### config.mk
export PLATFORM = sky130hd
export DESIGN_NAME = sensor_sample_aggregator_core
export DESIGN_NICKNAME = d
export VERILOG_FILES = /design/src/rtl/ssa_pkg.sv /design/src/rtl/sensor_sample_aggregator_core.sv /design/src/rtl/ssa_ram.sv /design/src/rtl/ssa_div.sv
export SDC_FILE = /design/constraint.sdc
export NUM_CORES = 2
export LEC_CHECK = 0
export BUFFER_PORTS_ARGS = -buffer_cell sky130_fd_sc_hd__buf_2
export CAP_MARGIN = 5
export CORE_AREA = 2 2 470 425
export DETAILED_ROUTE_END_ITERATION = 8
export DIE_AREA = 0 0 472 427
export HOLD_SLACK_MARGIN = 0.08
export PLACE_DENSITY_LB_ADDON = 0.25
export SYNTH_ARGS = -nofsm -noshare
export SYNTH_HDL_FRONTEND = slang
export SYNTH_SLANG_ARGS = --single-unit
export TNS_END_PERCENT = 10
### constraint.sdc
create_clock -name clock -period 54.8 [get_ports clock]
set_input_delay 0 -clock clock [delete_from_list [all_inputs] [get_ports clock]]
set_output_delay 0 -clock clock [all_outputs]
set_load 0.1 [all_outputs]
### src/rtl/ssa_pkg.sv
// ----------------------------------------------------------------------------
// ssa_pkg
// Shared constants and types of the sensor sample aggregator.
// ----------------------------------------------------------------------------
`default_nettype none
package ssa_pkg;
   localparam int CHANNELS_DEF   = 4;
   localparam int COUNT_BITS_DEF = 16;
   localparam int SUM_BITS       = 48;
   localparam int DIVIDEND_BITS  = 49;
   localparam int MAX_RESULTS    = 4;
   // 0.11 in Q16.16
   localparam logic signed [32:0] TOL_Q = 33'sd7209;

   localparam logic [31:0] LOWER_RST   = 32'h8000_0000;
   localparam logic [31:0] UPPER_RST   = 32'h7FFF_FFFF;
   localparam logic [31:0] MARKER_RST  = 32'd65530675;
   localparam logic [31:0] SEND_RST    = 32'd600;
   localparam logic [31:0] INVAL_RST   = 32'd1800;

   typedef struct packed {
      logic busy;
      logic done;
   } div_status_type;
endpackage
`default_nettype wire

### src/rtl/sensor_sample_aggregator_core.sv
// ----------------------------------------------------------------------------
// sensor_sample_aggregator_core
// Per-channel sample store with running averages and checked readout.
// ----------------------------------------------------------------------------
// Usage:
//  req_* carries one item per transfer: a new sample (op 0) or a raw (op 1)
//  or checked (op 2) readout. rsp_* returns one result per in-range sample and one
//  result per channel on a readout, tlast on the final one.
//  Channel records live in one RAM with a registered read; an
//  item is read, modified and written back before the next is taken.
//  An averaged sample is read, loaded, divided in the shared divider and
//  written back; other samples skip the divide. A readout reads and emits
//  each channel in turn. The divider sets the rate.
//  The csr_* APB port holds the limits, the invalid marker and the two
//  intervals; write it only while the block is idle.
//  Reset clears all channel records at once through per-entry valid bits,
//  so no clearing pass is needed. When the receiver stalls the result
//  holds in the output register and the sequencer waits before writing
//  back or reading the next channel.
// ----------------------------------------------------------------------------
`default_nettype none
module sensor_sample_aggregator_core #(
   parameter int CHANNELS   = ssa_pkg::CHANNELS_DEF,
   parameter int COUNT_BITS = ssa_pkg::COUNT_BITS_DEF
) (
   input  wire logic         clock,
   input  wire logic         reset,
   input  wire logic         req_tvalid,
   output logic              req_tready,
   // channel[1:0], now_time[33:2], display_value[65:34],
   // unclipped_value[97:66], base_value[129:98], zero fill
   input  wire logic [135:0] req_tdata,
   // op[1:0], is_consumption[2], update_flags[3]
   input  wire logic [3:0]   req_tuser,
   output logic              rsp_tvalid,
   input  wire logic         rsp_tready,
   // out_channel[1:0], average_value[33:2], current_value[65:34],
   // previous_value[97:66], current_unclipped[129:98],
   // previous_unclipped[161:130], day_base[193:162], sent_unclipped[225:194],
   // set_send_time[257:226], send_pending[258], zero fill
   output logic [263:0]      rsp_tdata,
   // is_readout[0]
   output logic              rsp_tuser,
   output logic              rsp_tlast,
   input  wire logic         csr_psel,
   input  wire logic         csr_penable,
   input  wire logic         csr_pwrite,
   input  wire logic [4:0]   csr_paddr,
   input  wire logic [31:0]  csr_pwdata,
   output logic [31:0]       csr_prdata,
   output logic              csr_pready
);
   localparam int AW   = CHANNELS > 1 ? $clog2(CHANNELS) : 1;
   localparam int NRES = CHANNELS < ssa_pkg::MAX_RESULTS ? CHANNELS : ssa_pkg::MAX_RESULTS;
   localparam int SB   = ssa_pkg::SUM_BITS;
   localparam int NB   = ssa_pkg::DIVIDEND_BITS;

   localparam logic [1:0] OP_SAMPLE  = 2'd0;
   localparam logic [1:0] OP_RAW     = 2'd1;
   localparam logic [1:0] OP_CHECKED = 2'd2;

   localparam logic [2:0] REG_LOWER  = 3'd0;
   localparam logic [2:0] REG_UPPER  = 3'd1;
   localparam logic [2:0] REG_MARKER = 3'd2;
   localparam logic [2:0] REG_SEND   = 3'd3;
   localparam logic [2:0] REG_INVAL  = 3'd4;

   localparam logic [2:0] ST_IDLE    = 3'd0;
   localparam logic [2:0] ST_RD      = 3'd1;
   localparam logic [2:0] ST_LOAD    = 3'd2;
   localparam logic [2:0] ST_DIV     = 3'd3;
   localparam logic [2:0] ST_WR      = 3'd4;
   localparam logic [2:0] ST_RO_RD   = 3'd5;
   localparam logic [2:0] ST_RO_EMIT = 3'd6;

   typedef struct packed {
      logic [COUNT_BITS-1:0] count;
      logic signed [SB-1:0]  sum;
      logic signed [31:0]    avg;
      logic signed [31:0]    cur;
      logic signed [31:0]    prev;
      logic signed [31:0]    cu;
      logic signed [31:0]    pu;
      logic signed [31:0]    base;
      logic signed [31:0]    sentu;
      logic [31:0]           sendt;
   } rec_type;

   // configuration
   logic signed [31:0] lower_ff, upper_ff, marker_ff;
   logic [31:0]        sendiv_ff, inval_ff;
   logic               csr_wr;

   assign csr_pready = 1'b1;
   assign csr_wr     = csr_psel && csr_penable && csr_pwrite;

   always_ff @(posedge clock) begin
      if (reset) begin
         lower_ff  <= ssa_pkg::LOWER_RST;
         upper_ff  <= ssa_pkg::UPPER_RST;
         marker_ff <= ssa_pkg::MARKER_RST;
         sendiv_ff <= ssa_pkg::SEND_RST;
         inval_ff  <= ssa_pkg::INVAL_RST;
      end else if (csr_wr) begin
         case (csr_paddr[4:2])
            REG_LOWER:  lower_ff  <= csr_pwdata;
            REG_UPPER:  upper_ff  <= csr_pwdata;
            REG_MARKER: marker_ff <= csr_pwdata;
            REG_SEND:   sendiv_ff <= csr_pwdata;
            REG_INVAL:  inval_ff  <= csr_pwdata;
            default: ;
         endcase
      end
   end

   always_comb begin
      case (csr_paddr[4:2])
         REG_LOWER:  csr_prdata = lower_ff;
         REG_UPPER:  csr_prdata = upper_ff;
         REG_MARKER: csr_prdata = marker_ff;
         REG_SEND:   csr_prdata = sendiv_ff;
         REG_INVAL:  csr_prdata = inval_ff;
         default:    csr_prdata = '0;
      endcase
   end

   // control and item registers
   logic [2:0]         state_ff, state_in;
   logic [1:0]         op_ff, op_in;
   logic [AW-1:0]      ch_ff, ch_in;
   logic [31:0]        now_ff, now_in;
   logic signed [31:0] disp_ff, disp_in, uncl_ff, uncl_in, base_ff, base_in;
   logic               cons_ff, cons_in;
   logic [AW-1:0]      ro_idx_ff, ro_idx_in;
   logic               first_ff, first_in, pending_ff, pending_in;
   logic [31:0]        last_send_ff, last_send_in, capt_ff, capt_in;
   logic [CHANNELS-1:0] valid_ff, valid_in, clr_ff, clr_in;
   rec_type            rec_ff, rec_in;
   logic               neg_ff, neg_in;

   // output register
   logic               rsp_valid_ff, rsp_valid_in;
   logic [263:0]       rsp_data_ff, rsp_data_in;
   logic               rsp_user_ff, rsp_user_in, rsp_last_ff, rsp_last_in;
   logic               out_free;

   // RAM and divider
   logic               ram_we, ram_re;
   logic [AW-1:0]      ram_raddr;
   logic [$bits(rec_type)-1:0] ram_rdata;
   rec_type            rec_rd;
   logic               div_start;
   logic [NB-1:0]      div_dividend, div_q;
   ssa_pkg::div_status_type div_st;

   // datapath helpers
   logic               req_acc, ch_ok;
   logic signed [32:0] d_ext, m_ext;
   logic               keep;
   logic signed [SB:0] sum_wide;
   logic signed [SB-1:0] sum_new;
   logic [NB-1:0]      mag;
   logic [COUNT_BITS-1:0] cnt_new;
   logic [31:0]        send_lim, stale_lim;
   logic signed [31:0] avg_res, a_out, v_out;
   logic               stale;

   assign out_free   = !rsp_valid_ff || rsp_tready;
   assign req_tready = (state_ff == ST_IDLE);
   assign req_acc    = req_tvalid && req_tready;
   assign ch_ok      = 32'(req_tdata[1:0]) < CHANNELS;

   always_comb begin
      rec_rd = rec_type'(ram_rdata);
      if (!valid_ff[ram_raddr]) begin
         rec_rd = '0;
      end else if (clr_ff[ram_raddr]) begin
         rec_rd.count = '0;
         rec_rd.sum   = '0;
      end
   end

   assign d_ext     = {disp_ff[31], disp_ff};
   assign m_ext     = {marker_ff[31], marker_ff};
   assign keep      = (d_ext > m_ext + ssa_pkg::TOL_Q) || (d_ext < m_ext - ssa_pkg::TOL_Q);
   assign sum_wide  = {rec_rd.sum[SB-1], rec_rd.sum} + (SB+1)'(disp_ff);
   assign send_lim  = now_ff > sendiv_ff ? now_ff - sendiv_ff : '0;
   assign stale_lim = now_ff > inval_ff ? now_ff - inval_ff : '0;
   assign cnt_new   = rec_rd.count + COUNT_BITS'(1);

   always_comb begin
      // saturate the sum at 48 bits
      if (sum_wide[SB] != sum_wide[SB-1]) begin
         sum_new = sum_wide[SB] ? {1'b1, {(SB-1){1'b0}}} : {1'b0, {(SB-1){1'b1}}};
      end else begin
         sum_new = sum_wide[SB-1:0];
      end
      mag = sum_new[SB-1] ? NB'(-{sum_new[SB-1], sum_new}) : NB'(sum_new);
      div_dividend = mag + NB'(cnt_new >> 1);
   end

   always_comb begin
      // round-to-nearest quotient back to signed 32 bits, clamped
      if (neg_ff) begin
         if (div_q > NB'(64'h8000_0000)) begin
            avg_res = 32'sh8000_0000;
         end else begin
            avg_res = -$signed(div_q[31:0]);
         end
      end else if (div_q > NB'(64'h7FFF_FFFF)) begin
         avg_res = 32'sh7FFF_FFFF;
      end else begin
         avg_res = div_q[31:0];
      end
   end

   always_comb begin
      a_out = rec_rd.avg;
      v_out = rec_rd.cur;
      stale = stale_lim >= rec_rd.sendt;
      if (op_ff == OP_CHECKED) begin
         if (a_out < lower_ff || a_out > upper_ff) a_out = marker_ff;
         if (v_out < lower_ff || v_out > upper_ff) v_out = marker_ff;
         if (stale) begin
            a_out = marker_ff;
            v_out = marker_ff;
         end
      end
   end

   always_comb begin
      state_in     = state_ff;
      op_in        = op_ff;
      ch_in        = ch_ff;
      now_in       = now_ff;
      disp_in      = disp_ff;
      uncl_in      = uncl_ff;
      base_in      = base_ff;
      cons_in      = cons_ff;
      ro_idx_in    = ro_idx_ff;
      first_in     = first_ff;
      pending_in   = pending_ff;
      last_send_in = last_send_ff;
      capt_in      = capt_ff;
      valid_in     = valid_ff;
      clr_in       = clr_ff;
      rec_in       = rec_ff;
      neg_in       = neg_ff;
      rsp_valid_in = rsp_valid_ff && !rsp_tready;
      rsp_data_in  = rsp_data_ff;
      rsp_user_in  = rsp_user_ff;
      rsp_last_in  = rsp_last_ff;
      ram_we       = 1'b0;
      ram_re       = 1'b0;
      ram_raddr    = ch_ff;
      div_start    = 1'b0;

      case (state_ff)
         ST_IDLE: begin
            if (req_acc) begin
               op_in   = req_tuser[1:0];
               cons_in = req_tuser[2];
               ch_in   = AW'(req_tdata[1:0]);
               now_in  = req_tdata[33:2];
               disp_in = req_tdata[65:34];
               uncl_in = req_tdata[97:66];
               base_in = req_tdata[129:98];
               case (req_tuser[1:0])
                  OP_SAMPLE: begin
                     if (ch_ok) state_in = ST_RD;
                  end
                  OP_RAW, OP_CHECKED: begin
                     if (req_tuser[3]) begin
                        pending_in   = 1'b0;
                        first_in     = 1'b0;
                        capt_in      = last_send_ff;
                        last_send_in = req_tdata[33:2];
                        clr_in       = '1;
                     end
                     ro_idx_in = '0;
                     state_in  = ST_RO_RD;
                  end
                  default: ;
               endcase
            end
         end
         ST_RD: begin
            ram_re   = 1'b1;
            state_in = ST_LOAD;
         end
         ST_LOAD: begin
            rec_in   = rec_rd;
            state_in = ST_WR;
            if (keep) begin
               if (!cons_ff && !(&rec_rd.count)) begin
                  rec_in.sum   = sum_new;
                  rec_in.count = cnt_new;
                  neg_in       = sum_new[SB-1];
                  div_start    = 1'b1;
                  state_in     = ST_DIV;
               end
               if (cons_ff) rec_in.base = base_ff;
               rec_in.prev  = rec_rd.cur;
               rec_in.pu    = rec_rd.cu;
               rec_in.cu    = uncl_ff;
               rec_in.cur   = disp_ff;
               rec_in.sendt = now_ff;
               if (first_ff || last_send_ff <= send_lim) begin
                  pending_in   = 1'b1;
                  last_send_in = now_ff;
                  first_in     = 1'b0;
                  rec_in.sentu = uncl_ff;
               end
            end
         end
         ST_DIV: begin
            if (div_st.done) begin
               rec_in.avg = avg_res;
               state_in   = ST_WR;
            end
         end
         ST_WR: begin
            if (out_free) begin
               ram_we           = 1'b1;
               valid_in[ch_ff]  = 1'b1;
               clr_in[ch_ff]    = 1'b0;
               rsp_valid_in     = 1'b1;
               rsp_data_in      = {5'b0, pending_ff, capt_ff, rec_ff.sentu, rec_ff.base,
                                   rec_ff.pu, rec_ff.cu, rec_ff.prev, rec_ff.cur,
                                   rec_ff.avg, 2'(ch_ff)};
               rsp_user_in      = 1'b0;
               rsp_last_in      = 1'b1;
               state_in         = ST_IDLE;
            end
         end
         ST_RO_RD: begin
            ram_re    = 1'b1;
            ram_raddr = ro_idx_ff;
            state_in  = ST_RO_EMIT;
         end
         ST_RO_EMIT: begin
            ram_raddr = ro_idx_ff;
            if (out_free) begin
               rsp_valid_in = 1'b1;
               rsp_data_in  = {5'b0, pending_ff, capt_ff, rec_rd.sentu, rec_rd.base,
                               rec_rd.pu, rec_rd.cu, rec_rd.prev, v_out, a_out,
                               2'(ro_idx_ff)};
               rsp_user_in  = 1'b1;
               rsp_last_in  = (ro_idx_ff == AW'(NRES - 1));
               if (ro_idx_ff == AW'(NRES - 1)) begin
                  state_in = ST_IDLE;
               end else begin
                  ro_idx_in = ro_idx_ff + AW'(1);
                  state_in  = ST_RO_RD;
               end
            end
         end
         default: state_in = ST_IDLE;
      endcase
   end

   always_ff @(posedge clock) begin
      if (reset) begin
         state_ff     <= ST_IDLE;
         first_ff     <= 1'b1;
         pending_ff   <= 1'b0;
         last_send_ff <= '0;
         capt_ff      <= '0;
         valid_ff     <= '0;
         clr_ff       <= '0;
         rsp_valid_ff <= 1'b0;
         ro_idx_ff    <= '0;
      end else begin
         state_ff     <= state_in;
         first_ff     <= first_in;
         pending_ff   <= pending_in;
         last_send_ff <= last_send_in;
         capt_ff      <= capt_in;
         valid_ff     <= valid_in;
         clr_ff       <= clr_in;
         rsp_valid_ff <= rsp_valid_in;
         ro_idx_ff    <= ro_idx_in;
      end
      op_ff       <= op_in;
      ch_ff       <= ch_in;
      now_ff      <= now_in;
      disp_ff     <= disp_in;
      uncl_ff     <= uncl_in;
      base_ff     <= base_in;
      cons_ff     <= cons_in;
      rec_ff      <= rec_in;
      neg_ff      <= neg_in;
      rsp_data_ff <= rsp_data_in;
      rsp_user_ff <= rsp_user_in;
      rsp_last_ff <= rsp_last_in;
   end

   assign rsp_tvalid = rsp_valid_ff;
   assign rsp_tdata  = rsp_data_ff;
   assign rsp_tuser  = rsp_user_ff;
   assign rsp_tlast  = rsp_last_ff;

   ssa_ram #(
      .WIDTH ($bits(rec_type)),
      .DEPTH (CHANNELS)
   ) u_ram (
      .clock (clock),
      .we    (ram_we),
      .waddr (ch_ff),
      .wdata (rec_ff),
      .re    (ram_re),
      .raddr (ram_raddr),
      .rdata (ram_rdata)
   );

   ssa_div #(
      .DIVISOR_W (COUNT_BITS)
   ) u_div (
      .clock    (clock),
      .reset    (reset),
      .start    (div_start),
      .dividend (div_dividend),
      .divisor  (cnt_new),
      .quotient (div_q),
      .status   (div_st)
   );

   a_we_only_in_wr: assert property (@(posedge clock) disable iff (reset)
      ram_we |-> (state_ff == ST_WR) && out_free)
      else $error("record written outside write-back");

   a_done_in_div: assert property (@(posedge clock) disable iff (reset)
      div_st.done |-> (state_ff == ST_DIV))
      else $error("divider finished outside divide wait");

   a_idle_div_quiet: assert property (@(posedge clock) disable iff (reset)
      req_tready |-> !div_st.busy)
      else $error("divider busy while accepting");

   a_upd_clears_pending: assert property (@(posedge clock) disable iff (reset)
      (req_acc && req_tuser[3] && (req_tuser[1:0] == OP_RAW || req_tuser[1:0] == OP_CHECKED))
      |=> !pending_ff && !first_ff)
      else $error("flag-clearing readout left pending set");
endmodule
`default_nettype wire

### src/rtl/ssa_ram.sv
// ----------------------------------------------------------------------------
// ssa_ram
// Generic simple dual-port RAM, one write and one registered read port.
// ----------------------------------------------------------------------------
`default_nettype none
module ssa_ram #(
   parameter int WIDTH = 32,
   parameter int DEPTH = 4
) (
   input  wire logic                                  clock,
   input  wire logic                                  we,
   input  wire logic [(DEPTH > 1 ? $clog2(DEPTH) : 1)-1:0] waddr,
   input  wire logic [WIDTH-1:0]                      wdata,
   input  wire logic                                  re,
   input  wire logic [(DEPTH > 1 ? $clog2(DEPTH) : 1)-1:0] raddr,
   output logic      [WIDTH-1:0]                      rdata
);
   logic [WIDTH-1:0] mem_ff [DEPTH];
   logic [WIDTH-1:0] rdata_ff;

   always_ff @(posedge clock) begin
      if (we) begin
         mem_ff[waddr] <= wdata;
      end
      if (re) begin
         rdata_ff <= mem_ff[raddr];
      end
   end

   assign rdata = rdata_ff;
endmodule
`default_nettype wire

### src/rtl/ssa_div.sv
// ----------------------------------------------------------------------------
// ssa_div
// Restoring unsigned divider, one quotient bit per cycle.
// ----------------------------------------------------------------------------
`default_nettype none
module ssa_div #(
   parameter int DIVISOR_W = ssa_pkg::COUNT_BITS_DEF
) (
   input  wire logic                                clock,
   input  wire logic                                reset,
   input  wire logic                                start,
   input  wire logic [ssa_pkg::DIVIDEND_BITS-1:0]   dividend,
   input  wire logic [DIVISOR_W-1:0]                divisor,
   output logic      [ssa_pkg::DIVIDEND_BITS-1:0]   quotient,
   output ssa_pkg::div_status_type                  status
);
   localparam int NW = ssa_pkg::DIVIDEND_BITS;
   localparam int CW = $clog2(NW + 1);

   logic [NW-1:0]        quo_ff, quo_in;
   logic [DIVISOR_W:0]   rem_ff, rem_in;
   logic [DIVISOR_W-1:0] dsr_ff, dsr_in;
   logic [CW-1:0]        cnt_ff, cnt_in;
   logic                 busy_ff, busy_in, done_ff, done_in;
   logic [DIVISOR_W:0]   trial;

   always_comb begin
      quo_in  = quo_ff;
      rem_in  = rem_ff;
      dsr_in  = dsr_ff;
      cnt_in  = cnt_ff;
      busy_in = busy_ff;
      done_in = 1'b0;
      trial   = {rem_ff[DIVISOR_W-1:0], quo_ff[NW-1]};
      if (start) begin
         quo_in  = dividend;
         rem_in  = '0;
         dsr_in  = divisor;
         cnt_in  = CW'(NW);
         busy_in = 1'b1;
      end else if (busy_ff) begin
         // shift in the next dividend bit, subtract where it fits
         if (trial >= {1'b0, dsr_ff}) begin
            rem_in = trial - {1'b0, dsr_ff};
            quo_in = {quo_ff[NW-2:0], 1'b1};
         end else begin
            rem_in = trial;
            quo_in = {quo_ff[NW-2:0], 1'b0};
         end
         cnt_in = cnt_ff - CW'(1);
         if (cnt_ff == CW'(1)) begin
            busy_in = 1'b0;
            done_in = 1'b1;
         end
      end
   end

   always_ff @(posedge clock) begin
      if (reset) begin
         busy_ff <= 1'b0;
         done_ff <= 1'b0;
         cnt_ff  <= '0;
      end else begin
         busy_ff <= busy_in;
         done_ff <= done_in;
         cnt_ff  <= cnt_in;
      end
      quo_ff <= quo_in;
      rem_ff <= rem_in;
      dsr_ff <= dsr_in;
   end

   assign quotient    = quo_ff;
   assign status.busy = busy_ff;
   assign status.done = done_ff;
endmodule
`default_nettype wire

Word level (Yosys, flattened, before mapping)
Memories as Yosys holds them, arrays and structs flattened. A register that Yosys moved wholly into a read port is not among the register bits. Cells that the tools add are included.

Bits in registers: 1049. Memory bits (writable): 1280. Input port bits: 184. Output and inout port bits: 301. Word-level logic and storage cells: 241. Memories: 1.

Memory list: u_ram.mem_ff (depth 4, width 320, read ports 1, clocked after Yosys merged registers in 1, write ports 1, RTL line ssa_ram.sv:18) `logic [WIDTH-1:0] mem_ff [DEPTH];`.

Add/sub/neg operators: 12. $lt $le $gt $ge: 16. Equality and inequality tests: 26. Mux-type cells: 94. Bitwise logic cells: 4. Reduce and logical (&&, ||, !) cells: 46.

Operators with widths (number): 32-bit 2-to-1 mux (19); 264-bit 2-to-1 mux (2); 264-bit case mux with 2 select lines (1); 256-bit 2-to-1 mux (1); 64-bit 2-to-1 mux (4); 224-bit 2-to-1 mux (1); 32-bit case mux with 5 select lines (1); 49-bit 2-to-1 mux (3); 32-bit > comparator (4); 32-bit case mux with 2 select lines (2); 48-bit 2-to-1 mux (2); 32-bit less-than comparator (2); 32-bit subtractor (2); 48-bit by 32-bit adder with 49-bit output (1); 49-bit by 15-bit adder with 49-bit output (1); 49-bit by 31-bit > comparator with 1-bit output (second input constant) (1); 49-bit by 32-bit > comparator with 1-bit output (second input constant) (1); 49-bit negation (1); 32-bit by 14-bit adder with 33-bit output (second input constant) (1); 32-bit by 33-bit > comparator with 1-bit output (1); 32-bit by 33-bit less-than comparator with 1-bit output (1); 32-bit by 14-bit subtractor with 33-bit output (second input constant) (1); 32-bit >= comparator (1); 32-bit less-or-equal comparator (1); other kinds (49) (143).

Depth between registers and ports, before layout
Word-level depth: 14. Gate-level depth with buffers: 57. Gate-level depth less buffers: 46.

Cells and area by module
From an unflattened synthesis, not the netlist that was laid out.

Cells, all modules: 8659. Area total of the unflattened synthesis: 118381.0 um^2.

Modules (own cells, without submodules): sensor_sample_aggregator_core (instances 1, cells each 6314, area an instance 57811.7 um^2); ssa_ram (instances 1, cells each 1996, area an instance 56145.1 um^2); ssa_div (instances 1, cells each 349, area an instance 4424.2 um^2).

Worst setup path before layout
OpenSTA, ideal clock, no wires.

Path type: reg-to-reg. From: reg state_ff[1]. To: reg u_div.quo_ff[39] (netlist: u_div.quotient[39]) (data pin). Arrival: 30.268 ns. Data required time: 54.648 ns. Path slack: 24.381 ns. Stages on the path, launching flop included: 55. Buffers on the path: 12. Period minus slack after synthesis: 30.419 ns. Cells stage by stage: dfxtp_1 > nor2b_1 > o21ai_0 > mux2i_1 > mux4_2 > nor2_1 > clkbuf_1 > and2_1 > ha_1 > clkbuf_1 > and2_1 > or4_1 > o21ai_1 > o211a_1 > nor4_1 > nor3_1 > a21oi_1 > o211a_1 > (+19 left out) > o21ai_0 > ha_1 > a21o_1 > a21oi_1 > o21ai_0 > a21oi_1 > o21ai_0 > a21oi_1 > o21ai_0 > nor4_1 > o31a_1 > o21ai_0 > nand4_1 > or2_2 > nor3_2 > nand2_1 > or4_1 > a31oi_1.

Cells in the longest elaborated chain, start to end: 14.

Ends and longest elaborated chain: from (decl) (RTL line sensor_sample_aggregator_core.sv:128) `logic [2:0] state_ff, state_in;`; from (signal assigned) (RTL line sensor_sample_aggregator_core.sv:374) `state_ff <= state_in;`; 3-bit equality test (RTL line sensor_sample_aggregator_core.sv:258) `case (state_ff)`; 2-bit OR reduction (no line); 2-bit 2-to-1 mux (RTL line sensor_sample_aggregator_core.sv:258); 1-bit binary-select mux with 2-bit select (RTL line sensor_sample_aggregator_core.sv:177) `end else if (clr_ff[ram_raddr]) begin`; 1-bit 2-to-1 mux (not written as such) (RTL line sensor_sample_aggregator_core.sv:177); 64-bit 2-to-1 mux (RTL line sensor_sample_aggregator_core.sv:177); 64-bit 2-to-1 mux (RTL line sensor_sample_aggregator_core.sv:175) `if (!valid_ff[ram_raddr]) begin`; 48-bit by 32-bit adder with 49-bit output / 16-bit AND reduction (equally long branches) (RTL line sensor_sample_aggregator_core.sv:186, sensor_sample_aggregator_core.sv:295); 48-bit 2-to-1 mux, or another cell as far along (RTL line sensor_sample_aggregator_core.sv:194) `sum_new = sum_wide[SB] ? {1'b1, {(SB-1){1'b0}}} : {1'b0, {(SB-1){1'b1}}};`; 48-bit 2-to-1 mux / 1-bit logical AND (equally long branches) (RTL line sensor_sample_aggregator_core.sv:193, sensor_sample_aggregator_core.sv:295); 49-bit negation / 1-bit 2-to-1 mux (equally long branches) (RTL line sensor_sample_aggregator_core.sv:198, sensor_sample_aggregator_core.sv:295); 49-bit 2-to-1 mux / 1-bit 2-to-1 mux (equally long branches) (RTL line sensor_sample_aggregator_core.sv:198, sensor_sample_aggregator_core.sv:294); 49-bit by 15-bit adder with 49-bit output / 1-bit 2-to-1 mux (equally long branches) (RTL line sensor_sample_aggregator_core.sv:199, sensor_sample_aggregator_core.sv:258); 49-bit 2-to-1 mux (*) (RTL line ssa_div.sv:35) `if (start) begin`; via u_div.quo_in[39] (RTL line ssa_div.sv:20) `logic [NW-1:0] quo_ff, quo_in;`; to (signal assigned) (RTL line ssa_div.sv:68) `quo_ff <= quo_in;`; to (decl) (RTL line ssa_div.sv:20).

Mark *: on every way through the listed nets, which the timed path passes. The rest lies on a longest branch. The select of a mux whose other input is x is not followed. A chain may end at the register's enable or synchronous reset.

Worst setup path after layout
Same ends and word-level chain as after synthesis.

==> metrics list <==
- Result of the run: finished clean
* Number of antenna violations at the first check in global routing: 18
* Top fanout value on the critical path: 103
- Crit path time final: 15960 ps
- In this run the cell area of the synthesized design comes to 117600 sq um.
* Overall fraction of global-route tracks in use: 0.3237
* Fin. Hold Viols: 0
- Worst hold path endpoint: ro_idx_ff[0]
* Mapped Avg Cell Area: 13.49 sq um
* DRC violation count after routing: 0
- Top-count cell post-synth: edfxtp_1
- Adding up every negative setup slack in the final design gives 0 ps.
* Vertical die dimension: 427 um
- Number of sinks handled by clock tree synthesis: 2644
* Startpoint of the worst hold path: reset
- Total Power Consumption: 7.572 mW
- Gate count of the mapped netlist: 8719
- Maximum Capacitance Violations: 0
- The final route contains 78.12k vias.
- The detailed router finished its first iteration with 9587 violations.
- In this run the critical register-to-register path is captured at u_div.quotient[39].
* Main synth FF type: edfxtp_1
- At the pin with the least slew margin, the transition time is 1353 ps.
- Timing would allow up to 0.06264 GHz.
- Type of element capturing the critical path: flip-flop
- For the worst setup path, the data arrival time is 16690 ps.
- Once layout is complete, the utilization of the core stands at 0.6836.
* Per-cell via count in the routed design: 6.356
* Sequential cell area in the final layout: 76750 sq um
- Post-CTS Resized: 0
* Power per unit of standard cell area: 56.21 nW/um^2
* WL per Instance: 27.13 um
- Headroom to the max-slew limit came out at 0.08836.
- CTS HTree Levels: 5
* Total of warnings raised by yosys: 0
- The max-slew violation total from the final report is 0.
- Clock latency at the later pin of the worst-skew pair: 950 ps
- Number of global-route vias before repair: 75.40k
* Min Hold Slack: 154.9 ps
* Setup repair after global routing missed its margin: false
* CP Launch Point: state_ff[1]
- Of the total synthesized cell area, the portion taken by AND, OR, NAND and NOR gates is 0.09530.
- The net count of the finished layout is 10.10k.
- After global routing the overflow that remains totals 0.
* Drt total wl: 333.5 mm
* DP Wirelength: 212.1 mm
- Share of synthesized registers carrying an async set or reset: 0
- Along the worst hold path, the cell count comes to 3.
- Portion of netlist area occupied by mux cells: 0.08310
* Clock buffer count from CTS: 277
- Startpoint kind of the worst setup timing path: flip-flop
- Main combinational cell family by area after synthesis: simple AND/OR/NAND/NOR gates
- CTS tree: built
- Share of Yosys cell area claimed by the top area cell type: 0.6078
* Core area: 197000 sq um
* Final Worst Setup Slack: 38840 ps
- Count of flip-flops with a built-in enable after synthesis: 2380
* Placement Setup Slack: 39090 ps
* CTS root buf: clkbuf_16
* Clock skew: 74.31 ps
- The worst register-to-register path has a depth of 45.
- Entering global routing, the biggest net connects 183 pins.
- Across the VDD grid, the largest voltage drop is 0.00005696 V.
- Crit path required time: 55530 ps
* Most instantiated cells after synthesis: 2380 x edfxtp_1, 1218 x nand2_1, 590 x o21ai_0
* IO Count: 485
- Fill cell total of the finished layout: 13.41k
- Clock slew at reported path FFs: 60 ps
- The detail route stage leaves a number of antenna-violating nets equal to 0.
- Share of post-route cells with drive strength above 1: 0.1477
- Overall die area: 201500 sq um
* Number of search-and-repair iterations in the first detailed-routing pass: 8
- Die extent in x: 472 um
* Top area cells in the synthesized netlist: edfxtp_1 61%, mux4_2 6.2%, dfxtp_1 4.5%
* Slowest library cell on the worst path: ha_2
- The initialized floorplan defines 155 standard-cell rows.
- Number of distinct library cells after synthesis: 86
- The compound-gate portion of the synthesized area was 0.08253.
- Number of setup violations in the final report: 0
- For this run, the slowest stage of the critical path takes 770 ps.
* First-pass GRT wire length: 484.1 mm
* Fin crit share: 0.2913
* Area of the multi-input gates: 38130 sq um
- In this run the worst hold path is classified as input pin to flip-flop.
- Post-synth top area cell: edfxtp_1
- Leakage: 48.88 nW
- The synthesized design contains 2644 register bits.
- In this run the register-to-register setup slack is 38840 ps.
- Post-synthesis adder-cell area fraction: 0.04448
* Xor/xnor cell area share of the yosys netlist: 0.01683
- RR Startpoint: state_ff[1]
- Relative to the synthesized area, the layout overhead comes to 14.56%.
- The critical path is of the flip-flop to flip-flop type.
- In this run the deepest clock path goes through 4 buffers.
* Routability congestion estimate: 0.9473
- Port-buffer cells: 470
- The initial utilization of the core area, before any placement, comes to 0.5967.
* Proportion of synthesized chip area in sequential cells: 0.6528
worst max-delay path: cells and delay by family, from the launching register on:
family | cells | cell delay, ps
AO/OA/AOI/OAI | 17 | 4740
XOR/XNOR | 2 | 540
adder cells (fa/ha/maj) | 3 | 1450
buffers and inverters | 5 | 2550
flip-flops | 1 | 670
multiplexers | 2 | 780
AND/OR/NAND/NOR | 16 | 4880
cells by family (layout without fill, tap and decap cells):
group / count (synthesis) / in the layout
AND/OR/NAND/NOR: 2479 / 2479
multiplexers: 567 / 567
flip-flops: 2644 / 2644
adder cells (fa/ha/maj): 415 / 415
other: 2 / 16
AO/OA/AOI/OAI: 1625 / 1625
buffers and inverters: 761 / 1729
XOR/XNOR: 226 / 226
how the worst max path moves through the flow:
stage / depth (start not counted) / slack [ps] / to
6_report: 45 / 38840 / u_div.quotient[39]
5_1_grt: 46 / 37680 / u_div.quotient[39]
4_1_cts: 45 / 39010 / u_div.quotient[39]
3_5_place_dp: 45 / 39090 / u_div.quotient[39]
3_3_place_gp: 45 / 39250 / u_div.quotient[39]
2_1_floorplan: 54 / 24380 / u_div.quotient[39]
report_power, final:
group | total (mW) | internal, mW | switching [mW]
clock network | 1.80 | 1.04 | 0.763
logic | 2.79 | 0.885 | 1.90
registers | 2.98 | 2.74 | 0.245
total | 7.57 | 4.66 | 2.91
final cells by class:
class / instances / share of cell area
Clock buffer: 348 / 0.05424
Sequential cell: 2644 / 0.5698
Antenna cell: 10 / 0.0001858
Inverter: 309 / 0.008685
Clock inverter: 119 / 0.008239
Multi-Input combinational cell: 5318 / 0.2831
Tap cell: 2590 / 0.02406
Timing Repair Buffer: 953 / 0.05173
state kept, by name, indices dropped and copies added, names as in the netlist, 6 cells and up:
signal / count
base_ff: 32
last_send_ff: 32
u_ram.rdata: 320
marker_ff: 32
lower_ff: 32
u_ram.mem_ff: 1280
u_div.rem_ff: 16
disp_ff: 32
u_div.quotient: 49
inval_ff: 32
now_ff: 32
rec_ff: 320
u_div.dsr_ff: 16
sendiv_ff: 32
capt_ff: 32
u_div.cnt_ff: 6
uncl_ff: 32
rsp_tdata: 259
upper_ff: 32
cell usage in the layout, fill, tap and decap left out, drive strengths merged, types with 36 or more instances in the layout:
| cell | count |
|---|---|
| a211oi | 37 |
| a21o | 117 |
| a21oi | 449 |
| a22oi | 36 |
| and2 | 102 |
| and3 | 44 |
| buf | 610 |
| clkbuf | 348 |
| clkinv | 82 |
| dfxtp | 264 |
| dlygate4sd3 | 343 |
| edfxtp | 2380 |
| ha | 410 |
| inv | 319 |
| mux2 | 53 |
| mux2i | 192 |
| mux4 | 322 |
| nand2 | 1218 |
| nand2b | 76 |
| nand3 | 151 |
| nand4 | 106 |
| nor2 | 445 |
| nor2b | 84 |
| nor3 | 82 |
| o211ai | 66 |
| o21a | 48 |
| o21ai | 596 |
| o22ai | 41 |
| or3 | 46 |
| xnor2 | 131 |
| xor2 | 95 |
stage by stage:
stage / cell area [sq um] / std cells
2_1_floorplan: 117600 / 8723
3_3_place_gp: 122800 / 11470
3_5_place_dp: 122800 / 11470
4_1_cts: 134700 / 12280
5_1_grt: 134700 / 12290
6_report: 134700 / 12290
routing by layer:
layer	GRT usage	routed length, um	vias to the layer above
li1	-	-	34240
met1	0.4449	130800	38780
met2	0.5054	154200	4323
met3	0.04859	28850	774
met4	0.1720	19640	2
met5	0	13	-
repair_timing:
action,CTS,global route
setup buffers,0,0
endpoints found under the hold margin,420,0
hold buffers,343,0
Note: power is estimated with default switching activity, not from simulation.
